### src/hdl/fsf_pkg.sv
// ----------------------------------------------------------------------------
// Four-level feedback scheduler package
// Shared transaction types, command and status codes, and the command and
// status structures that join the controller and the datapath.
// ----------------------------------------------------------------------------
package fsf_pkg;

    localparam int DEF_QUEUE_DEPTH = 16;
    localparam int DEF_MAX_JOBS    = 256;

    localparam logic [15:0] QUANTUM_RESET = 16'd100;
    localparam logic [15:0] AGING_RESET   = 16'd1000;

    localparam int CFG_IDX_W = 1;
    localparam logic [CFG_IDX_W-1:0] CFG_QUANTUM = 1'b0;
    localparam logic [CFG_IDX_W-1:0] CFG_AGING   = 1'b1;

    localparam logic [1:0] CMD_ADD      = 2'd0;
    localparam logic [1:0] CMD_AGE      = 2'd1;
    localparam logic [1:0] CMD_DISPATCH = 2'd2;

    localparam logic [1:0] STATUS_OK    = 2'd0;
    localparam logic [1:0] STATUS_EMPTY = 2'd1;
    localparam logic [1:0] STATUS_FULL  = 2'd2;
    localparam logic [1:0] STATUS_BAD   = 2'd3;

    localparam int ITEM_W = 24;

    // Datapath micro-operations.
    localparam int OP_W = 5;
    localparam logic [OP_W-1:0] OP_NONE     = 5'd0;
    localparam logic [OP_W-1:0] OP_LATCH    = 5'd1;
    localparam logic [OP_W-1:0] OP_RD_HEAD  = 5'd2;
    localparam logic [OP_W-1:0] OP_TAKE     = 5'd3;
    localparam logic [OP_W-1:0] OP_PICK     = 5'd4;
    localparam logic [OP_W-1:0] OP_FULL     = 5'd5;
    localparam logic [OP_W-1:0] OP_BADLVL   = 5'd6;
    localparam logic [OP_W-1:0] OP_EMPTY    = 5'd7;
    localparam logic [OP_W-1:0] OP_FPUSH    = 5'd8;
    localparam logic [OP_W-1:0] OP_FDROP    = 5'd9;
    localparam logic [OP_W-1:0] OP_HP_INIT  = 5'd10;
    localparam logic [OP_W-1:0] OP_HP_RDPAR = 5'd11;
    localparam logic [OP_W-1:0] OP_HP_PUT   = 5'd12;
    localparam logic [OP_W-1:0] OP_HP_UP    = 5'd13;
    localparam logic [OP_W-1:0] OP_HD_INIT  = 5'd14;
    localparam logic [OP_W-1:0] OP_HD_LAST  = 5'd15;
    localparam logic [OP_W-1:0] OP_HD_RDL   = 5'd16;
    localparam logic [OP_W-1:0] OP_HD_CMPL  = 5'd17;
    localparam logic [OP_W-1:0] OP_HD_STEP  = 5'd18;
    localparam logic [OP_W-1:0] OP_STAMP    = 5'd19;
    localparam logic [OP_W-1:0] OP_OUT      = 5'd20;

    typedef struct packed {
        logic [1:0]  command;
        logic [7:0]  job_id;
        logic [2:0]  start_level;
        logic [15:0] burst_ms;
        logic [31:0] now_ms;
    } in_t;

    typedef struct packed {
        logic [1:0]  status;
        logic [7:0]  picked_id;
        logic [2:0]  picked_level;
        logic [15:0] granted_ms;
        logic        finishes;
        logic [2:0]  promoted_mask;
    } out_t;

    typedef struct packed {
        logic [OP_W-1:0] op;
        logic [1:0]      q;
        logic            set_mask;
    } ctl_cmd_t;

    typedef struct packed {
        logic [1:0] command;
        logic [2:0] start_level;
        logic [3:0] empty;
        logic [3:0] full;
        logic       aged;
        logic       idx_zero;
        logic       par_le;
        logic       has_l;
        logic       hd_stop;
        logic       fin;
        logic       out_free;
    } ctl_stat_t;

endpackage

### src/hdl/fsf_ctrl.sv
// ----------------------------------------------------------------------------
// Scheduler controller
// Sequences each command as a series of datapath micro-operations, including
// the heap sift-up and sift-down loops.
// ----------------------------------------------------------------------------
module fsf_ctrl (
    input  logic                aclk,
    input  logic                aresetn,
    input  logic                s_valid,
    output logic                s_ready,
    input  fsf_pkg::ctl_stat_t  stat,
    output fsf_pkg::ctl_cmd_t   cmd
);
    import fsf_pkg::*;

    localparam logic [4:0] S_IDLE    = 5'd0;
    localparam logic [4:0] S_DECODE  = 5'd1;
    localparam logic [4:0] S_PUSH    = 5'd2;
    localparam logic [4:0] S_HP_CHK  = 5'd3;
    localparam logic [4:0] S_HP_CMP  = 5'd4;
    localparam logic [4:0] S_PUSHED  = 5'd5;
    localparam logic [4:0] S_DROP    = 5'd6;
    localparam logic [4:0] S_HD_LAST = 5'd7;
    localparam logic [4:0] S_HD_L    = 5'd8;
    localparam logic [4:0] S_HD_CMPL = 5'd9;
    localparam logic [4:0] S_HD_STEP = 5'd10;
    localparam logic [4:0] S_DROPPED = 5'd11;
    localparam logic [4:0] S_STAMP   = 5'd12;
    localparam logic [4:0] S_AG_RD   = 5'd13;
    localparam logic [4:0] S_AG_TAKE = 5'd14;
    localparam logic [4:0] S_AG_CHK  = 5'd15;
    localparam logic [4:0] S_D_RD    = 5'd16;
    localparam logic [4:0] S_D_TAKE  = 5'd17;
    localparam logic [4:0] S_D_PICK  = 5'd18;
    localparam logic [4:0] S_D_REQ   = 5'd19;
    localparam logic [4:0] S_FIN     = 5'd20;

    localparam logic [1:0] MODE_ADD  = 2'd0;
    localparam logic [1:0] MODE_AGE  = 2'd1;
    localparam logic [1:0] MODE_DISP = 2'd2;

    logic [4:0] state_reg, state_next;
    logic [1:0] mode_reg, mode_next;
    logic [1:0] src_reg, src_next;
    logic [1:0] q_reg, q_next;
    logic [1:0] lq;
    logic [1:0] tgt;

    always_comb begin
        lq         = 2'(stat.start_level - 3'd1);
        tgt        = src_reg - 2'd1;
        state_next = state_reg;
        mode_next  = mode_reg;
        src_next   = src_reg;
        q_next     = q_reg;
        cmd.op       = OP_NONE;
        cmd.q        = q_reg;
        cmd.set_mask = 1'b0;
        s_ready      = 1'b0;

        case (state_reg)
            S_IDLE: begin
                s_ready = 1'b1;
                if (s_valid) begin
                    cmd.op     = OP_LATCH;
                    state_next = S_DECODE;
                end
            end
            S_DECODE: begin
                case (stat.command)
                    CMD_ADD: begin
                        mode_next = MODE_ADD;
                        if (stat.start_level inside {[3'd1:3'd4]}) begin
                            q_next = lq;
                            if (stat.full[lq]) begin
                                cmd.op     = OP_FULL;
                                state_next = S_FIN;
                            end else begin
                                state_next = S_PUSH;
                            end
                        end else begin
                            cmd.op     = OP_BADLVL;
                            state_next = S_FIN;
                        end
                    end
                    CMD_AGE: begin
                        mode_next  = MODE_AGE;
                        src_next   = 2'd1;
                        q_next     = 2'd1;
                        state_next = S_AG_RD;
                    end
                    CMD_DISPATCH: begin
                        mode_next = MODE_DISP;
                        if (&stat.empty) begin
                            cmd.op     = OP_EMPTY;
                            state_next = S_FIN;
                        end else begin
                            if (!stat.empty[0]) begin
                                q_next = 2'd0;
                            end else if (!stat.empty[1]) begin
                                q_next = 2'd1;
                            end else if (!stat.empty[2]) begin
                                q_next = 2'd2;
                            end else begin
                                q_next = 2'd3;
                            end
                            state_next = S_D_RD;
                        end
                    end
                    default: begin
                        cmd.op     = OP_BADLVL;
                        state_next = S_FIN;
                    end
                endcase
            end
            S_PUSH: begin
                if (q_reg == 2'd0 || q_reg == 2'd3) begin
                    cmd.op     = OP_FPUSH;
                    state_next = S_PUSHED;
                end else begin
                    cmd.op     = OP_HP_INIT;
                    state_next = S_HP_CHK;
                end
            end
            S_HP_CHK: begin
                if (stat.idx_zero) begin
                    cmd.op     = OP_HP_PUT;
                    state_next = S_PUSHED;
                end else begin
                    cmd.op     = OP_HP_RDPAR;
                    state_next = S_HP_CMP;
                end
            end
            S_HP_CMP: begin
                if (stat.par_le) begin
                    cmd.op     = OP_HP_PUT;
                    state_next = S_PUSHED;
                end else begin
                    cmd.op     = OP_HP_UP;
                    state_next = S_HP_CHK;
                end
            end
            S_PUSHED: begin
                if (mode_reg == MODE_AGE) begin
                    q_next     = src_reg;
                    state_next = S_DROP;
                end else begin
                    state_next = S_STAMP;
                end
            end
            S_DROP: begin
                if (q_reg == 2'd0 || q_reg == 2'd3) begin
                    cmd.op     = OP_FDROP;
                    state_next = S_DROPPED;
                end else begin
                    cmd.op     = OP_HD_INIT;
                    state_next = S_HD_LAST;
                end
            end
            S_HD_LAST: begin
                cmd.op     = OP_HD_LAST;
                state_next = S_HD_L;
            end
            S_HD_L: begin
                if (stat.has_l) begin
                    cmd.op     = OP_HD_RDL;
                    state_next = S_HD_CMPL;
                end else begin
                    cmd.op     = OP_HP_PUT;
                    state_next = S_DROPPED;
                end
            end
            S_HD_CMPL: begin
                cmd.op     = OP_HD_CMPL;
                state_next = S_HD_STEP;
            end
            S_HD_STEP: begin
                cmd.op     = OP_HD_STEP;
                state_next = stat.hd_stop ? S_DROPPED : S_HD_L;
            end
            S_DROPPED: begin
                if (mode_reg == MODE_AGE) begin
                    state_next = S_STAMP;
                end else if (q_reg == 2'd0 && !stat.fin) begin
                    state_next = S_D_REQ;
                end else begin
                    state_next = S_FIN;
                end
            end
            S_STAMP: begin
                cmd.op       = OP_STAMP;
                cmd.set_mask = (mode_reg == MODE_AGE);
                if (mode_reg != MODE_AGE) begin
                    state_next = S_FIN;
                end else if (src_reg == 2'd3) begin
                    state_next = S_FIN;
                end else begin
                    src_next   = src_reg + 2'd1;
                    q_next     = src_reg + 2'd1;
                    state_next = S_AG_RD;
                end
            end
            S_AG_RD: begin
                if (!stat.empty[src_reg]) begin
                    cmd.op     = OP_RD_HEAD;
                    state_next = S_AG_TAKE;
                end else if (src_reg == 2'd3) begin
                    state_next = S_FIN;
                end else begin
                    src_next = src_reg + 2'd1;
                    q_next   = src_reg + 2'd1;
                end
            end
            S_AG_TAKE: begin
                cmd.op     = OP_TAKE;
                state_next = S_AG_CHK;
            end
            S_AG_CHK: begin
                if (stat.aged && !stat.full[tgt]) begin
                    q_next     = tgt;
                    state_next = S_PUSH;
                end else begin
                    if (stat.aged) begin
                        cmd.op = OP_FULL;
                    end
                    if (src_reg == 2'd3) begin
                        state_next = S_FIN;
                    end else begin
                        src_next   = src_reg + 2'd1;
                        q_next     = src_reg + 2'd1;
                        state_next = S_AG_RD;
                    end
                end
            end
            S_D_RD: begin
                cmd.op     = OP_RD_HEAD;
                state_next = S_D_TAKE;
            end
            S_D_TAKE: begin
                cmd.op     = OP_TAKE;
                state_next = S_D_PICK;
            end
            S_D_PICK: begin
                cmd.op     = OP_PICK;
                state_next = S_DROP;
            end
            S_D_REQ: begin
                cmd.op     = OP_FPUSH;
                state_next = S_FIN;
            end
            S_FIN: begin
                if (stat.out_free) begin
                    cmd.op     = OP_OUT;
                    state_next = S_IDLE;
                end
            end
            default: begin
                state_next = S_IDLE;
            end
        endcase
    end

    always_ff @(posedge aclk) begin
        if (!aresetn) begin
            state_reg <= S_IDLE;
        end else begin
            state_reg <= state_next;
        end
    end

    always_ff @(posedge aclk) begin
        mode_reg <= mode_next;
        src_reg  <= src_next;
        q_reg    <= q_next;
    end

endmodule

### config.mk
export PLATFORM = sky130hd
export DESIGN_NAME = fsf_ctrl
export DESIGN_NICKNAME = d
export VERILOG_FILES = /design/src/hdl/fsf_pkg.sv /design/src/hdl/fsf_ctrl.sv
export SDC_FILE = /design/constraint.sdc
export NUM_CORES = 1
export LEC_CHECK = 0
export ABC_CLOCK_PERIOD_IN_PS = 6100
export BUFFER_PORTS_ARGS = -buffer_cell sky130_fd_sc_hd__buf_4
export CAP_MARGIN = 30
export CORE_ASPECT_RATIO = 1.75
export CORE_MARGIN = 2
export CORE_UTILIZATION = 30
export CTS_CLUSTER_SIZE = 28
export DETAILED_ROUTE_END_ITERATION = 10
export HOLD_SLACK_MARGIN = 0.02
export PLACE_DENSITY = 0.49
export SLEW_MARGIN = 20
export SYNTH_ARGS = -nofsm -noshare
export SYNTH_HDL_FRONTEND = slang
export SYNTH_SLANG_ARGS = --single-unit
### constraint.sdc
create_clock -name aclk -period 6.1 [get_ports aclk]
set_clock_uncertainty 0.1 [all_clocks]
set_input_delay 0.915 -clock aclk [delete_from_list [all_inputs] [get_ports aclk]]
set_output_delay 0.915 -clock aclk [all_outputs]
set_load 0.03 [all_outputs]
==> summary.txt <==
Run status
  • Status: complete, no violations

Synthesis
  • Synthesis-stage register bit count: 11
  • Synth warnings: 0
  • Simple-Gate Fraction of Synth Area: 36.1%
  • Multiplexer area fraction after synthesis: 5.21%
  • Distinct cells, synth: 53
  • Register area share after synthesis: 16.7%
  • Syn Area/Cell: 7.00 µm²
  • Largest family of logic cells by synthesized area: simple AND/OR/NAND/NOR gates
  • Syn_nets: 274
  • Post-synth top flop: edfxtp_1
  • Compound-Gate Fraction of Synth Area: 27.0%
  • Post-synthesis xor/xnor area fraction: 0%
  • Post-synth EDFFs: 6
  • Synth Instances: 240
  • Mapped Area: 1680 µm²
  • Adder-cell area share of the yosys netlist: 8.19%
  • Ys async rst share: 0%

Job
  • Max cap viols: 0

Finish
  • Layout cells sized above 1: 16.3%
  • ANT cells: 0
  • Final instance area: 2010 µm²
  • Layout area overhead: 19.7%
  • Max FFs per register: 5
  • Leading cell type in the layout, fill and taps excluded: buf_4
  • Fillers: 657
  • Most frequent cells in the layout: buf_4, nor2_1, nand2_1
  • Nets: 299
  • Fin cells: 340

Clocking
  • Clock root buffer: clkbuf_8
  • CTS Buf Count: 3
  • # clock sinks: 11
  • CTS tree: yes
  • H-tree Lvls: 1
  • Clock transition at the registers of the reported paths: 60 ps
  • Post CTS Setup Buffer Count: 0
  • Post-CTS Resized: 0
  • Worst skew pair latency: 250 ps
  • Clock Path Buffers: 2
  • # hold bufs at CTS: 0

Place
  • Placed cell count: 336
  • HPWL after DPL: 4.83 mm
  • Placer congestion estimate: 0.915
  • I/O Buffers: 31
  • Placed cell area: 1970 µm²

Global routing
  • Number of global-route vias before repair: 1851
  • Initial antenna violation count: 0
  • Overflow left after global routing: 0
  • First-pass GRT wire length: 9.64 mm
  • Total track usage: 20.9%
  • Largest net degree at the start of global routing: 34

Drt
  • DR WL met2: 3.48 mm
  • Per-cell routed wire length: 17.8 µm
  • Wl on met1: 2.22 mm
  • Routed vias: 1884
  • DRC viols: 0
  • Total Wirelength: 6.05 mm
  • Met3 wire len: 181 µm
  • Post-route ant nets: 0
  • Max Used Layer: met4
  • Vias per cell: 5.54
  • Initial DRC count: 161
  • 1st-pass router iterations: 5

STA
  • Final-report setup violation count: 0
  • Tcrit/Tclk final: 60.5%
  • Fin. Hold Viols: 0
  • RSZ-0062 raised after global routing: false
  • Max frequency: 271 MHz
  • Setup tns final: 0 ps
  • Tmin final: 3690 ps
  • Worst-Margin Slew: 848 ps
  • Slew Limit Headroom: 43.4%
  • Slew Viols, Final: 0

Min path
  • Hold Path Class: reg2reg
  • Worst hold stages: 2

Setup path
  • Setup crit start kind: input port
  • Critical Path Fanout Max: 5
  • Arr. time, crit path: 2680 ps
  • Critical Setup Path Class: in2out
  • CP endpoint kind: output pin
  • Reg2Reg Depth: 4
  • Worst path required time: 5080 ps
  • R2r setup slk: 3540 ps

Floorplan
  • Die height: 103 µm
  • Num ports: 32
  • Starting Density: 30.6%
  • Die X: 60.6 µm
  • Die area: 6240 µm²
  • Core Area: 5500 µm²
  • Rows: 36

Power
  • VDD IR max: 0.110 mV
  • PwrDens: 403 nW/µm²
  • Leak Pwr: 0.818 nW
cells by family after synthesis:
kind of cell / Yosys count
adders and majority gates: 11
muxes: 5
AOI/OAI and AO/OA: 67
and+or+nand+nor: 117
DFF: 11
buffers and inverters: 29
path summary, 6_finish.rpt:
kind	to	from
min	q_reg[0]	q_reg[0]
max	cmd[5]	stat[15]
min reg2reg	q_reg[0]	q_reg[0]
max reg2reg	q_reg[1]	state_reg[2]
cell usage after synthesis (2+ instances only):
library cell  instances  area, µm²
and3_1                2       12.5
o311a_1               2       20.0
o22ai_1               3       18.8
nand3_1              11       55.1
a21o_1                3       22.5
clkbuf_1              7       26.3
o21ai_0              10       50.1
nor2_1               27        101
a211oi_1              2       15.0
a22oi_1               3       22.5
a21oi_1              16       80.1
nand2b_1              7       43.8
o32ai_1               2       17.5
and3b_1               2       17.5
ha_1                 11        138
edfxtp_1              6        180
nor4b_1               2       17.5
inv_1                17       63.8
or3_1                 2       12.5
nand4_1               3       18.8
nor4_1                4       25.0
and2_1                3       18.8
mux2i_1               2       20.0
a31oi_1               6       37.5
dfxtp_1               5        100
buf_2                 4       20.0
mux4_2                3       67.6
a41oi_1               3       26.3
o31a_1                2       17.5
nor3_1               11       55.1
nor2b_1              14       87.6
o21ai_1               3       15.0
nand2_1              22       82.6
routing by layer:
metal / GRT usage [%] / up-vias
li1: - / 939
met1: 24.1 / 886
met2: 38.5 / 50
met3: 0.878 / 9
met4: 8.70 / 0
met5: 0 / -
final cells by class:
class	instances	area [µm²]	share of cell area (%)
Timing Repair Buffer	32	240	11.9
Multi-Input combinational cell	200	1290	64.0
Tap cell	76	95.1	4.73
Inverter	17	63.8	3.17
Sequential cell	11	280	13.9
Clock buffer	4	45.0	2.24
where the power goes:
group | internal (W) | switching [W]
clock | 0.0000462 | 0.0000316
sequential | 0.000106 | 0.0000681
combinational | 0.000203 | 0.000356
critical path: stages:
cell	delay, ps
buf_4	110
inv_1	40
ha_1	300
mux4_2	300
o31ai_1	290
a21oi_1	140
a31oi_1	220
nand4_1	140
buf_4	200
through the flow:
stage / power [W] / hold slack [ps] / setup slack (ps) / utilization [%]
after floorplan: 0.000547 / 563 / 2720 / -
after global placement: 0.000733 / 557 / 2430 / 35.8
after detailed placement: 0.000731 / 571 / 2410 / 35.8
after CTS: 0.000812 / 585 / 2400 / 36.6
after global routing: 0.000876 / 620 / 2300 / 36.6
final: 0.000811 / 564 / 2410 / 36.6
Power figures use the tool's default switching activity.
